--- src/rtl/mus_to_midi_event_converter_assert.svh ---
// Assertion macros shared by the MUS to MIDI converter modules.
// Each macro expects the clock aclk and the active-low reset aresetn in scope.
`ifndef MUS_TO_MIDI_EVENT_CONVERTER_ASSERT_SVH
`define MUS_TO_MIDI_EVENT_CONVERTER_ASSERT_SVH

// Same-cycle implication, checked outside reset.
`define MTE_ASSERT_NOW(label, ante, cons, msg) \
    label: assert property (@(posedge aclk) disable iff (!aresetn) (ante) |-> (cons)) \
        else $error(msg);

// Next-cycle implication, checked outside reset.
`define MTE_ASSERT_NEXT(label, ante, cons, msg) \
    label: assert property (@(posedge aclk) disable iff (!aresetn) (ante) |=> (cons)) \
        else $error(msg);

`endif

--- src/rtl/mte_pkg.sv ---
// Shared types, codes and constants of the MUS to MIDI event converter.
// No dependencies; the parser, serializer and top level refer to it by scoped names.
`default_nettype none

package mte_pkg;

    // Channel storage and configuration port geometry.
    localparam int CHANNELS    = 16;
    localparam int CH_W        = 4;
    localparam int CFG_IDX_W   = 2;
    localparam int CFG_DATA_W  = 5;
    localparam int QUEUE_DEPTH = 4;

    // Configuration register indexes.
    localparam logic [CFG_IDX_W-1:0] CFG_ZERO_VELOCITY = 2'd0;
    localparam logic [CFG_IDX_W-1:0] CFG_RUNNING_STATUS = 2'd1;
    localparam logic [CFG_IDX_W-1:0] CFG_MONO_COUNT = 2'd2;

    // MUS event type codes (bits 6..4 of the event byte).
    localparam logic [2:0] TYPE_RELEASE    = 3'd0;
    localparam logic [2:0] TYPE_PLAY       = 3'd1;
    localparam logic [2:0] TYPE_BEND       = 3'd2;
    localparam logic [2:0] TYPE_SYSTEM     = 3'd3;
    localparam logic [2:0] TYPE_CONTROLLER = 3'd4;
    localparam logic [2:0] TYPE_SCORE_END  = 3'd6;

    // MIDI status codes and data constants.
    localparam logic [7:0] STATUS_NOTE_OFF  = 8'h80;
    localparam logic [7:0] STATUS_NOTE_ON   = 8'h90;
    localparam logic [7:0] STATUS_CTRL      = 8'hB0;
    localparam logic [7:0] STATUS_PROGRAM   = 8'hC0;
    localparam logic [7:0] STATUS_BEND      = 8'hE0;
    localparam logic [7:0] META_STATUS      = 8'hFF;
    localparam logic [7:0] META_END_TRACK   = 8'h2F;
    localparam logic [7:0] BYTE_ZERO        = 8'h00;
    localparam logic [7:0] ARG_ABSENT       = 8'hFF;
    localparam logic [7:0] DATA_MASK        = 8'h7F;
    localparam logic [7:0] RELEASE_VELOCITY = 8'h40;
    localparam logic [7:0] CTRL_MONO        = 8'h7E;
    localparam logic [7:0] CTRL_MAX_INDEX   = 8'd14;
    localparam logic [3:0] MUS_PERC_CHANNEL = 4'd15;
    localparam logic [3:0] MIDI_PERC_CHANNEL = 4'd9;
    localparam logic [CH_W:0] NO_CHANNEL    = 5'h1F;

    // Kind of a queued event record.
    typedef enum logic [1:0] {
        KIND_MIDI = 2'd0,
        KIND_END  = 2'd1,
        KIND_ERR  = 2'd2
    } mte_kind_t;

    // Configuration registers as seen by the parser.
    typedef struct packed {
        logic                  zero_velocity;
        logic                  running_status;
        logic [CFG_DATA_W-1:0] mono_count;
    } mte_cfg_t;

    // One classified event, without its delay.
    typedef struct packed {
        mte_kind_t  kind;
        logic       send_status;
        logic [7:0] status;
        logic [7:0] first;
        logic [7:0] second;   // ARG_ABSENT when the event has one data byte
    } mte_rec_t;

    // MUS controller index to MIDI controller number.
    function automatic logic [7:0] ctrl_map(input logic [3:0] idx);
        logic [7:0] m;
        unique case (idx)
            4'd0:    m = 8'h00;
            4'd1:    m = 8'h00;
            4'd2:    m = 8'h01;
            4'd3:    m = 8'h07;
            4'd4:    m = 8'h0A;
            4'd5:    m = 8'h0B;
            4'd6:    m = 8'h5B;
            4'd7:    m = 8'h5D;
            4'd8:    m = 8'h40;
            4'd9:    m = 8'h43;
            4'd10:   m = 8'h78;
            4'd11:   m = 8'h7B;
            4'd12:   m = 8'h7E;
            4'd13:   m = 8'h7F;
            4'd14:   m = 8'h79;
            default: m = 8'h00;
        endcase
        return m;
    endfunction

endpackage

`default_nettype wire

--- src/rtl/mte_fifo.sv ---
// Short register queue that carries event records from the parser to the serializer.
// Depends on the assertion macro header only.
`default_nettype none
`include "mus_to_midi_event_converter_assert.svh"

module mte_fifo #(
    parameter int WIDTH = 32,
    parameter int DEPTH = 4
) (
    input  wire logic             aclk,
    input  wire logic             aresetn,
    input  wire logic             push,
    input  wire logic [WIDTH-1:0] wr_data,
    output logic                  full,
    input  wire logic             pop,
    output logic [WIDTH-1:0]      rd_data,
    output logic                  empty
);

    localparam int AW = (DEPTH > 1) ? $clog2(DEPTH) : 1;

    logic [WIDTH-1:0] mem_reg [DEPTH];
    logic [AW:0]      wr_ptr_reg, wr_ptr_next;
    logic [AW:0]      rd_ptr_reg, rd_ptr_next;
    logic [AW:0]      count;

    // Pointer arithmetic with one wrap bit to tell full from empty.
    always_comb begin
        count       = wr_ptr_reg - rd_ptr_reg;
        full        = (count == (AW+1)'(DEPTH));
        empty       = (count == '0);
        wr_ptr_next = wr_ptr_reg + (AW+1)'(push);
        rd_ptr_next = rd_ptr_reg + (AW+1)'(pop);
        rd_data     = mem_reg[rd_ptr_reg[AW-1:0]];
    end

    // Pointers.
    always_ff @(posedge aclk) begin
        if (!aresetn) begin
            wr_ptr_reg <= '0;
            rd_ptr_reg <= '0;
        end else begin
            wr_ptr_reg <= wr_ptr_next;
            rd_ptr_reg <= rd_ptr_next;
        end
    end

    // Storage.
    always_ff @(posedge aclk) begin
        if (push) begin
            mem_reg[wr_ptr_reg[AW-1:0]] <= wr_data;
        end
    end

    `MTE_ASSERT_NOW(a_no_overflow, push, !full, "queue written while full")
    `MTE_ASSERT_NOW(a_no_underflow, pop, !empty, "queue read while empty")
    `MTE_ASSERT_NEXT(a_count_grows, push && !pop, count == $past(count) + 1'b1, "queue not grown")

endmodule

`default_nettype wire

--- src/rtl/mte_front.sv ---
// Score parser: accepts MUS bytes, tracks per-channel volume and running status,
// and queues one classified record per complete event. Depends on mte_pkg.
`default_nettype none

module mte_front #(
    parameter int MAX_DELAY_BYTES = 4
) (
    input  wire logic                       aclk,
    input  wire logic                       aresetn,
    input  wire mte_pkg::mte_cfg_t          cfg,
    input  wire logic                       s_valid,
    output logic                            s_ready,
    input  wire logic [7:0]                 s_score_byte,
    input  wire logic                       queue_full,
    output logic                            push,
    output mte_pkg::mte_rec_t               rec,
    output logic [7*MAX_DELAY_BYTES-1:0]    rec_delay
);

    localparam int DELAY_W = 7 * MAX_DELAY_BYTES;

    typedef enum logic [8:0] {
        PH_EVENT   = 9'b000000001,
        PH_RELEASE = 9'b000000010,
        PH_PLAY    = 9'b000000100,
        PH_BEND    = 9'b000001000,
        PH_SYS     = 9'b000010000,
        PH_CTRL    = 9'b000100000,
        PH_VALUE   = 9'b001000000,
        PH_DELAY   = 9'b010000000,
        PH_HALT    = 9'b100000000
    } phase_t;

    phase_t                    phase_reg, phase_next;
    logic [7:0]                status_reg, status_next;
    logic [7:0]                first_reg, first_next;
    logic [7:0]                second_reg, second_next;
    logic [mte_pkg::CH_W-1:0]  chan_reg, chan_next;
    logic                      dly_pres_reg, dly_pres_next;
    logic [DELAY_W-1:0]        acc_reg, acc_next;
    logic [7:0]                vol_reg [mte_pkg::CHANNELS];
    logic [7:0]                last_st_reg [mte_pkg::CHANNELS];
    logic [mte_pkg::CH_W:0]    prev_reg;

    logic                      fire;
    logic [3:0]                mc;
    logic                      finish;
    logic                      emit;
    logic                      vol_we;
    logic [DELAY_W-1:0]        acc_shift;
    logic [7:0]                map_byte;

    // The parser stalls only on a full queue; once halted it drops bytes.
    assign s_ready = (phase_reg == PH_HALT) || !queue_full;
    assign fire    = s_valid && s_ready;

    // MUS channel 15 and MIDI channel 9 trade places.
    always_comb begin
        if (s_score_byte[3:0] == mte_pkg::MUS_PERC_CHANNEL) begin
            mc = mte_pkg::MIDI_PERC_CHANNEL;
        end else if (s_score_byte[3:0] == mte_pkg::MIDI_PERC_CHANNEL) begin
            mc = mte_pkg::MUS_PERC_CHANNEL;
        end else begin
            mc = s_score_byte[3:0];
        end
    end

    assign map_byte  = mte_pkg::ctrl_map(s_score_byte[3:0]);
    assign acc_shift = DELAY_W'({acc_reg, s_score_byte[6:0]});

    // Event decoding.
    always_comb begin
        phase_next    = phase_reg;
        status_next   = status_reg;
        first_next    = first_reg;
        second_next   = second_reg;
        chan_next     = chan_reg;
        dly_pres_next = dly_pres_reg;
        acc_next      = acc_reg;
        finish        = 1'b0;
        emit          = 1'b0;
        vol_we        = 1'b0;
        push          = 1'b0;
        rec           = '0;
        rec.kind      = mte_pkg::KIND_MIDI;
        rec_delay     = acc_reg;

        if (fire) begin
            unique case (phase_reg)
                PH_EVENT: begin
                    chan_next     = mc;
                    dly_pres_next = s_score_byte[7];
                    acc_next      = '0;
                    second_next   = mte_pkg::ARG_ABSENT;
                    unique case (s_score_byte[6:4])
                        mte_pkg::TYPE_RELEASE: begin
                            status_next = cfg.zero_velocity
                                ? {mte_pkg::STATUS_NOTE_ON[7:4], mc}
                                : {mte_pkg::STATUS_NOTE_OFF[7:4], mc};
                            phase_next = PH_RELEASE;
                        end
                        mte_pkg::TYPE_PLAY: begin
                            status_next = {mte_pkg::STATUS_NOTE_ON[7:4], mc};
                            phase_next  = PH_PLAY;
                        end
                        mte_pkg::TYPE_BEND: begin
                            status_next = {mte_pkg::STATUS_BEND[7:4], mc};
                            phase_next  = PH_BEND;
                        end
                        mte_pkg::TYPE_SYSTEM: begin
                            status_next = {mte_pkg::STATUS_CTRL[7:4], mc};
                            phase_next  = PH_SYS;
                        end
                        mte_pkg::TYPE_CONTROLLER: begin
                            status_next = {mte_pkg::STATUS_CTRL[7:4], mc};
                            phase_next  = PH_CTRL;
                        end
                        mte_pkg::TYPE_SCORE_END: begin
                            push       = 1'b1;
                            rec.kind   = mte_pkg::KIND_END;
                            phase_next = PH_HALT;
                        end
                        default: begin
                            push       = 1'b1;
                            rec.kind   = mte_pkg::KIND_ERR;
                            phase_next = PH_HALT;
                        end
                    endcase
                end
                PH_RELEASE: begin
                    first_next  = s_score_byte & mte_pkg::DATA_MASK;
                    second_next = (status_reg[7:4] == mte_pkg::STATUS_NOTE_ON[7:4])
                        ? mte_pkg::BYTE_ZERO : mte_pkg::RELEASE_VELOCITY;
                    finish = 1'b1;
                end
                PH_PLAY: begin
                    first_next = s_score_byte & mte_pkg::DATA_MASK;
                    if (s_score_byte[7]) begin
                        phase_next = PH_VALUE;
                    end else begin
                        second_next = vol_reg[chan_reg];
                        finish      = 1'b1;
                    end
                end
                PH_BEND: begin
                    first_next  = {1'b0, s_score_byte[0], 6'b0};
                    second_next = {1'b0, s_score_byte[7:1]};
                    finish      = 1'b1;
                end
                PH_SYS: begin
                    if (s_score_byte > mte_pkg::CTRL_MAX_INDEX) begin
                        push       = 1'b1;
                        rec.kind   = mte_pkg::KIND_ERR;
                        phase_next = PH_HALT;
                    end else begin
                        first_next  = map_byte;
                        second_next = (map_byte == mte_pkg::CTRL_MONO)
                            ? 8'(cfg.mono_count) : mte_pkg::BYTE_ZERO;
                        finish = 1'b1;
                    end
                end
                PH_CTRL: begin
                    if (s_score_byte == mte_pkg::BYTE_ZERO) begin
                        status_next = {mte_pkg::STATUS_PROGRAM[7:4], chan_reg};
                        phase_next  = PH_VALUE;
                    end else if (s_score_byte > mte_pkg::CTRL_MAX_INDEX) begin
                        push       = 1'b1;
                        rec.kind   = mte_pkg::KIND_ERR;
                        phase_next = PH_HALT;
                    end else begin
                        first_next = map_byte;
                        phase_next = PH_VALUE;
                    end
                end
                PH_VALUE: begin
                    if (status_reg[7:4] == mte_pkg::STATUS_NOTE_ON[7:4]) begin
                        second_next = s_score_byte & mte_pkg::DATA_MASK;
                        vol_we      = 1'b1;
                    end else if (status_reg[7:4] == mte_pkg::STATUS_PROGRAM[7:4]) begin
                        first_next  = s_score_byte & mte_pkg::DATA_MASK;
                        second_next = mte_pkg::ARG_ABSENT;
                    end else begin
                        second_next = s_score_byte[7] ? mte_pkg::DATA_MASK : s_score_byte;
                    end
                    finish = 1'b1;
                end
                PH_DELAY: begin
                    acc_next  = acc_shift;
                    rec_delay = acc_shift;
                    emit      = !s_score_byte[7];
                end
                PH_HALT: begin
                end
                default: begin
                    phase_next = PH_HALT;
                end
            endcase

            // Data complete: wait for delay bytes or emit right away.
            if (finish) begin
                if (dly_pres_reg) begin
                    phase_next = PH_DELAY;
                end else begin
                    emit = 1'b1;
                end
            end

            // Queue the finished event and update running status.
            if (emit) begin
                push            = 1'b1;
                rec.kind        = mte_pkg::KIND_MIDI;
                rec.send_status = !cfg.running_status
                    || (status_next != last_st_reg[chan_reg])
                    || ({1'b0, chan_reg} != prev_reg);
                rec.status      = status_next;
                rec.first       = first_next;
                rec.second      = second_next;
                phase_next      = PH_EVENT;
                dly_pres_next   = 1'b0;
                acc_next        = '0;
            end
        end
    end

    // Parser state.
    always_ff @(posedge aclk) begin
        if (!aresetn) begin
            phase_reg    <= PH_EVENT;
            status_reg   <= '0;
            first_reg    <= '0;
            second_reg   <= mte_pkg::ARG_ABSENT;
            chan_reg     <= '0;
            dly_pres_reg <= 1'b0;
            acc_reg      <= '0;
            prev_reg     <= mte_pkg::NO_CHANNEL;
        end else begin
            phase_reg    <= phase_next;
            status_reg   <= status_next;
            first_reg    <= first_next;
            second_reg   <= second_next;
            chan_reg     <= chan_next;
            dly_pres_reg <= dly_pres_next;
            acc_reg      <= acc_next;
            if (emit) begin
                prev_reg <= {1'b0, chan_reg};
            end
        end
    end

    // Per-channel volume and last status.
    always_ff @(posedge aclk) begin
        if (!aresetn) begin
            for (int i = 0; i < mte_pkg::CHANNELS; i++) begin
                vol_reg[i]     <= '0;
                last_st_reg[i] <= '0;
            end
        end else begin
            if (vol_we) begin
                vol_reg[chan_reg] <= second_next;
            end
            if (emit) begin
                last_st_reg[chan_reg] <= status_next;
            end
        end
    end

endmodule

`default_nettype wire

--- src/rtl/mte_back.sv ---
// Byte serializer: turns the queue head record into MIDI bytes, one per cycle when
// not stalled, through an output register. Depends on mte_pkg and the macro header.
`default_nettype none
`include "mus_to_midi_event_converter_assert.svh"

module mte_back #(
    parameter int MAX_DELAY_BYTES = 4
) (
    input  wire logic                      aclk,
    input  wire logic                      aresetn,
    input  wire logic                      queue_empty,
    input  wire mte_pkg::mte_rec_t         rec,
    input  wire logic [7*MAX_DELAY_BYTES-1:0] rec_delay,
    output logic                           pop,
    output logic                           m_valid,
    input  wire logic                      m_ready,
    output logic [7:0]                     m_midi_byte,
    output logic                           m_last_of_event,
    output logic                           m_score_end,
    output logic                           m_error_flag
);

    localparam int IW = (MAX_DELAY_BYTES > 1) ? $clog2(MAX_DELAY_BYTES) : 1;

    typedef enum logic [8:0] {
        ST_START  = 9'b000000001,
        ST_STATUS = 9'b000000010,
        ST_FIRST  = 9'b000000100,
        ST_SECOND = 9'b000001000,
        ST_DELAY  = 9'b000010000,
        ST_END0   = 9'b000100000,
        ST_END1   = 9'b001000000,
        ST_END2   = 9'b010000000,
        ST_ERR    = 9'b100000000
    } step_t;

    step_t          step_reg, step_next, cur;
    logic [IW-1:0]  idx_reg, idx_next, top_idx;
    logic           go;
    logic [7:0]     byte_out;
    logic           last_out, end_out, err_out;
    logic           valid_reg, valid_next;
    logic [7:0]     byte_reg;
    logic           last_reg, end_reg, err_reg;

    assign go = !queue_empty && (!valid_reg || m_ready);

    // Index of the highest nonzero 7-bit group of the delay.
    always_comb begin
        top_idx = '0;
        for (int i = 1; i < MAX_DELAY_BYTES; i++) begin
            if (rec_delay[7*i +: 7] != 7'd0) begin
                top_idx = IW'(i);
            end
        end
    end

    // Pick the step for the byte to send now.
    always_comb begin
        if (step_reg == ST_START) begin
            priority if (rec.kind == mte_pkg::KIND_END) begin
                cur = ST_END0;
            end else if (rec.kind == mte_pkg::KIND_ERR) begin
                cur = ST_ERR;
            end else if (rec.send_status) begin
                cur = ST_STATUS;
            end else begin
                cur = ST_FIRST;
            end
        end else begin
            cur = step_reg;
        end
    end

    // Byte generation and sequencing.
    always_comb begin
        step_next = step_reg;
        idx_next  = idx_reg;
        byte_out  = mte_pkg::BYTE_ZERO;
        last_out  = 1'b0;
        end_out   = 1'b0;
        err_out   = 1'b0;
        pop       = 1'b0;
        unique case (cur)
            ST_STATUS: begin
                byte_out  = rec.status;
                step_next = ST_FIRST;
            end
            ST_FIRST: begin
                byte_out = rec.first;
                if (rec.second != mte_pkg::ARG_ABSENT) begin
                    step_next = ST_SECOND;
                end else begin
                    step_next = ST_DELAY;
                    idx_next  = top_idx;
                end
            end
            ST_SECOND: begin
                byte_out  = rec.second;
                step_next = ST_DELAY;
                idx_next  = top_idx;
            end
            ST_DELAY: begin
                byte_out = {(idx_reg != '0), rec_delay[7*idx_reg +: 7]};
                if (idx_reg == '0) begin
                    last_out  = 1'b1;
                    pop       = 1'b1;
                    step_next = ST_START;
                end else begin
                    idx_next = idx_reg - 1'b1;
                end
            end
            ST_END0: begin
                byte_out  = mte_pkg::META_STATUS;
                end_out   = 1'b1;
                step_next = ST_END1;
            end
            ST_END1: begin
                byte_out  = mte_pkg::META_END_TRACK;
                end_out   = 1'b1;
                step_next = ST_END2;
            end
            ST_END2: begin
                byte_out  = mte_pkg::BYTE_ZERO;
                end_out   = 1'b1;
                last_out  = 1'b1;
                pop       = 1'b1;
                step_next = ST_START;
            end
            ST_ERR: begin
                byte_out  = mte_pkg::BYTE_ZERO;
                err_out   = 1'b1;
                last_out  = 1'b1;
                pop       = 1'b1;
                step_next = ST_START;
            end
            default: begin
                step_next = ST_START;
            end
        endcase
        if (!go) begin
            step_next = step_reg;
            idx_next  = idx_reg;
            pop       = 1'b0;
        end
    end

    assign valid_next = go || (valid_reg && !m_ready);

    // Sequencer and output valid.
    always_ff @(posedge aclk) begin
        if (!aresetn) begin
            step_reg  <= ST_START;
            idx_reg   <= '0;
            valid_reg <= 1'b0;
        end else begin
            step_reg  <= step_next;
            idx_reg   <= idx_next;
            valid_reg <= valid_next;
        end
    end

    // Output payload register.
    always_ff @(posedge aclk) begin
        if (go) begin
            byte_reg <= byte_out;
            last_reg <= last_out;
            end_reg  <= end_out;
            err_reg  <= err_out;
        end
    end

    assign m_valid         = valid_reg;
    assign m_midi_byte     = byte_reg;
    assign m_last_of_event = last_reg;
    assign m_score_end     = end_reg;
    assign m_error_flag    = err_reg;

    `MTE_ASSERT_NOW(a_err_is_last, valid_reg && err_reg, last_reg, "error byte not marked last")
    `MTE_ASSERT_NOW(a_pop_on_last, pop, last_out && go, "record released before its last byte")
    `MTE_ASSERT_NOW(a_head_held, step_reg != ST_START, !queue_empty, "record left queue mid-event")

endmodule

`default_nettype wire

--- src/rtl/mus_to_midi_event_converter.sv ---
// Top level of the MUS to MIDI event converter: configuration registers,
// parser, event queue and serializer. Depends on mte_pkg, mte_front, mte_fifo, mte_back.
`default_nettype none

// MUS score bytes enter on s_* and MIDI track bytes leave on m_*. The parser takes
// one score byte per cycle as long as its four-entry event queue has room; after a
// score end or an error it keeps taking bytes and drops them until reset. The
// serializer sends one MIDI byte per cycle, unless m_ready stalls it, from the
// queue head into an output register. A MIDI event has two to seven output bytes,
// a score end three (FF 2F 00) and an error one. The queue lets the parser take
// the bytes of later events while the serializer still sends an earlier one.
// Configuration writes on cfg_* are meant for idle periods.
module mus_to_midi_event_converter #(
    parameter int MAX_DELAY_BYTES = 4
) (
    input  wire logic                            aclk,
    input  wire logic                            aresetn,
    input  wire logic                            cfg_valid,
    output logic                                 cfg_ready,
    input  wire logic [mte_pkg::CFG_IDX_W-1:0]   cfg_index,
    input  wire logic [mte_pkg::CFG_DATA_W-1:0]  cfg_data,
    input  wire logic                            s_valid,
    output logic                                 s_ready,
    input  wire logic [7:0]                      s_score_byte,
    output logic                                 m_valid,
    input  wire logic                            m_ready,
    output logic [7:0]                           m_midi_byte,
    output logic                                 m_last_of_event,
    output logic                                 m_score_end,
    output logic                                 m_error_flag
);

    localparam int DELAY_W = 7 * MAX_DELAY_BYTES;
    localparam int QW      = $bits(mte_pkg::mte_rec_t) + DELAY_W;

    mte_pkg::mte_cfg_t  cfg_reg;
    logic               push, pop, q_full, q_empty;
    mte_pkg::mte_rec_t  wr_rec, rd_rec;
    logic [DELAY_W-1:0] wr_delay, rd_delay;
    logic [QW-1:0]      q_rd;

    // Configuration registers; writes beyond the list are ignored.
    assign cfg_ready = 1'b1;

    always_ff @(posedge aclk) begin
        if (!aresetn) begin
            cfg_reg <= '0;
        end else if (cfg_valid) begin
            unique case (cfg_index)
                mte_pkg::CFG_ZERO_VELOCITY: cfg_reg.zero_velocity <= cfg_data[0];
                mte_pkg::CFG_RUNNING_STATUS: cfg_reg.running_status <= cfg_data[0];
                mte_pkg::CFG_MONO_COUNT: cfg_reg.mono_count <= cfg_data;
                default: begin
                end
            endcase
        end
    end

    // Parser.
    mte_front #(
        .MAX_DELAY_BYTES(MAX_DELAY_BYTES)
    ) u_front (
        .aclk        (aclk),
        .aresetn     (aresetn),
        .cfg         (cfg_reg),
        .s_valid     (s_valid),
        .s_ready     (s_ready),
        .s_score_byte(s_score_byte),
        .queue_full  (q_full),
        .push        (push),
        .rec         (wr_rec),
        .rec_delay   (wr_delay)
    );

    // Event queue between parser and serializer.
    mte_fifo #(
        .WIDTH(QW),
        .DEPTH(mte_pkg::QUEUE_DEPTH)
    ) u_fifo (
        .aclk   (aclk),
        .aresetn(aresetn),
        .push   (push),
        .wr_data({wr_rec, wr_delay}),
        .full   (q_full),
        .pop    (pop),
        .rd_data(q_rd),
        .empty  (q_empty)
    );

    assign rd_rec   = q_rd[QW-1:DELAY_W];
    assign rd_delay = q_rd[DELAY_W-1:0];

    // Serializer.
    mte_back #(
        .MAX_DELAY_BYTES(MAX_DELAY_BYTES)
    ) u_back (
        .aclk           (aclk),
        .aresetn        (aresetn),
        .queue_empty    (q_empty),
        .rec            (rd_rec),
        .rec_delay      (rd_delay),
        .pop            (pop),
        .m_valid        (m_valid),
        .m_ready        (m_ready),
        .m_midi_byte    (m_midi_byte),
        .m_last_of_event(m_last_of_event),
        .m_score_end    (m_score_end),
        .m_error_flag   (m_error_flag)
    );

endmodule

`default_nettype wire
--- config.mk ---
export PLATFORM = sky130hd
export DESIGN_NAME = mus_to_midi_event_converter
export DESIGN_NICKNAME = d
export VERILOG_FILES = /design/src/rtl/mte_pkg.sv /design/src/rtl/mte_fifo.sv /design/src/rtl/mte_front.sv /design/src/rtl/mte_back.sv /design/src/rtl/mus_to_midi_event_converter.sv
export VERILOG_INCLUDE_DIRS = /design/src /design/src/rtl
export SDC_FILE = /design/constraint.sdc
export NUM_CORES = 1
export LEC_CHECK = 0
export BUFFER_PORTS_ARGS = -buffer_cell sky130_fd_sc_hd__buf_2
export CORE_ASPECT_RATIO = 1.5
export CORE_MARGIN = 2
export CORE_UTILIZATION = 65
export CTS_BUF_LIST = sky130_fd_sc_hd__clkbuf_4
export CTS_CLUSTER_DIAMETER = 200
export DETAILED_ROUTE_END_ITERATION = 6
export PLACE_DENSITY = 0.82
export SYNTH_ARGS = -nofsm -noshare
export SYNTH_HDL_FRONTEND = slang
export SYNTH_SLANG_ARGS = --single-unit
--- constraint.sdc ---
create_clock -name aclk -period 10.5 [get_ports aclk]
set_input_delay 3.15 -clock aclk [delete_from_list [all_inputs] [get_ports aclk]]
set_output_delay 3.15 -clock aclk [all_outputs]
set_load 0.01 [all_outputs]
==> summary.md <==
| Metric | Value |
|---|---|
| Status | completed |
| Die area | slightly above 40000 sq um |
| WHS Endpoint | u_front.first_reg[7] |
| Complex-gate fraction of the synthesized area | 6.07% |
| Post-synthesis mux area share | 14.1% |
| Pin count of the biggest net entering global routing | 75 |
| Unrepaired setup endpoints after global routing | false |
| First-pass GRT wire length | 91900 um |
| Power Dens Cells | between 150 and 200 nW/um^2 |
| RR Startpoint | u_front.phase_reg[2] |
| Final wirelength | ~60000 um |
| Post-cts resize count | 0 |
| Total GRT Usage | roughly 30% |
| Initial Utilization | between 60% and 70% |
| Row Count | 89 |
| Synth warnings | 0 |
| Top cells by area, synth | edfxtp_1, mux4_2, dfxtp_1, nor2_1, nand2_1 |
| Grt total ovfl | 0 |
| Least-Margin Pin Slew | between 1 and 1.5 ns |
| CTS Sinks | between 500 and 600 |
| DR vias | approximately 16000 |
| Peak VDD IR | roughly 0.13 mV |
| Adder-cell area share of the yosys netlist | less than 1% |
| EDFF count, synth | around 490 |
| Register-to-Register Setup Slack | ~6.5 ns |
| Tightest Hold Check Type | reg -> reg |
| CTS tree | yes |
| WP data required | around 11 ns |
| Setup TNS | 0 ns |
| Max Root-Sink Buffers | 3 |
| Synthesized cell area | ~26000 sq um |
| Simple-gate share of the synthesized area | about 12% |
| Leakage power | 0.00989 uW |
| Vias in the first global route | 16200 |
| CTS Buf Count | around 130 |
| Top-area cell type share of the netlist area | 56.9% |
| Clock Latency Late Sink | 0.85 ns |
| Largest family of logic cells by synthesized area | multiplexers |
| Synth area leader | edfxtp_1 |
| Mean Syn Cell Area | between 10 and 15 sq um |
| CP Max Fanout | 29 |
| Worst slew margin relative to its limit | about a fifth |
| Port bufs | 32 |
| Hold_buf cts | 0 |
| Placed insts | about 2200 |
| Final core occ | between 70% and 80% |
| Routed wire per std cell | around 25 um |
| Max reg flops | 220 |
| R2R cell count | 9 |
| Seq/Total Area, Yosys | 64.5% |
| Max Cap Viol | 0 |
| CP Capture Type | flip-flop |
| 1st-iter DRT viols | roughly 1800 |
| I/O pin cnt | 34 |
| Xor and xnor area share after synthesis | less than 1% |
| Fillers | 2499 |
| Post-synth cell types | just under 80 |
| H-tree levels | 4 |
| Critical setup path kind | in -> reg |
| Antenna Nets Post-Route | 0 |
| FFs w/ async S/R, synth | 0% |
| Layout cells sized above 1 | between 20% and 30% |
| Post-route insts no fill | around 2400 |
| Initial antenna violation count | 3 |
| FF+latch count, synth | 584 |
| Overall Power | slightly above 5000 uW |
| Core Box Area | 39200 sq um |
| Die Span X | roughly 170 um |
| Fmax | between 150 and 200 MHz |
| Die height | approximately 250 um |
| Slew Viols, Final | 0 |
| Clk root buf | clkbuf_4 |
| Final hold vios | 0 |
| Hold path depth | 1 |
| CP Launch Type | input port |
| Final setup fails | 0 |
| Post-Synthesis Cells | around 1700 |
| Most frequent cell after synthesis | edfxtp_1 |
| 1st-pass router iterations | 6 |
| Nets | between 1500 and 2000 |
| Final GP Congestion | ~0.98 |
| Reg2reg end | u_front.vol_reg[4][3] |
| Crit share post-route | between 50% and 60% |
| Vias per Instance | around 6.4 |
| Hold Startpoint | u_front.first_reg[7] |
| CP arrival | around 6.8 ns |
| Area growth, synth to finish | 8.72% |
| Clk_skew | between 0.05 and 0.06 ns |
| Commonest cells post-synth | edfxtp_1, nor2_1, nand2_1 |
| Main flop type after synthesis | edfxtp_1 |
| Final min period | 6.09 ns |
| Number of remaining DRC errors | 0 |
| Clock slew at reported path FFs | approximately 0.070 ns |
| Hpwl dp | between 30000 and 40000 um |
| Post-CTS setup buffers | 0 |
cell families (layout without fill, tap and decap cells):
kind of cell	count (synthesis)	count (layout)
AO/OA/AOI/OAI	200	200
XOR/XNOR	21	21
adder cells (fa/ha/maj)	12	12
buffers and inverters	124	303
flip-flops	584	584
multiplexers	179	179
other	2	20
AND/OR/NAND/NOR	626	626
cell usage in the layout, fill, tap and decap left out, types with 14 or more instances in the layout:
cell type  netlist  layout
mux2i_1         15      15
clkinv_1         0      26
mux4_2         121     121
nor2_1         314     312
conb_1           2      17
clkbuf_4         0     199
mux4_1          18      18
nand2_1        128     128
a22o_1          30      30
nand3_1         21      21
nand4_1         14      14
buf_4            6      19
buf_2           32      31
nor2b_1         36      36
and2_1          15      15
mux2_2          25      25
inv_1           14      14
edfxtp_1       487     487
a21oi_1         41      41
dfxtp_1         97      92
o21ai_0         36      36
critical path, stage by stage:
cell and delay [ns]:
buf_2 0.29, inv_1 0.24, o31ai_2 0.49, nor3_1 0.12, o31a_1 0.34, o21ai_2 0.86, nand2_1 0.40, nor2_4 0.67
a22o_1 0.25
cell type report:
class	count	area, sq um	share of cell area (%)
Sequential cell	584	16600	59.3
Multi-Input combinational cell	1055	8570	30.7
Clock buffer	199	1490	5.35
Tap cell	500	626	2.24
Clock inverter	39	310	1.11
Timing Repair Buffer	50	298	1.07
Inverter	15	56.3	0.202
Antenna cell	3	7.51	0.0269
layer usage:
metal  track usage [%]  up-vias  share of wire, %
met4              19.6        2               6.7
li1                  -     6910                 -
met3              5.88      222               6.7
met5                 0        -             0.022
met1              31.8     7717                33
met2              53.7      826                53
through the flow:
stage / worst slack (ns) / hold slack (ns) / instance area (sq um)
floorplan: 1.43 / 0.423 / 25800
global placement: 3.76 / 0.444 / 26100
detailed placement: 3.61 / 0.458 / 26100
CTS: 4.47 / 0.467 / 27900
global route: 4.07 / 0.483 / 27900
finish: 4.41 / 0.466 / 27900
report_power, final:
group,internal [uW],leakage [uW],switching (uW)
Sequential,2590,0.00564,56.3
Clock,1020,0.00107,854
Combinational,245,0.00318,434
worst max-delay path by stage:
| stage | start | endpoint | slack (ns) | cells after the start |
|---|---|---|---|---|
| final | s_score_byte[3] | u_front.acc_reg[14] | 4.41 | 9 |
| after global routing | s_score_byte[3] | u_front.acc_reg[0] | 4.07 | 9 |
| after CTS | s_score_byte[3] | u_front.acc_reg[14] | 4.47 | 9 |
| after detailed placement | s_score_byte[3] | u_front.acc_reg[27] | 3.61 | 9 |
| after global placement | s_score_byte[3] | u_front.acc_reg[0] | 3.76 | 9 |
| after floorplan | s_score_byte[7] | u_fifo.mem_reg[0][0] | 1.43 | 8 |
No activity file was read; power rests on OpenSTA's default activity.
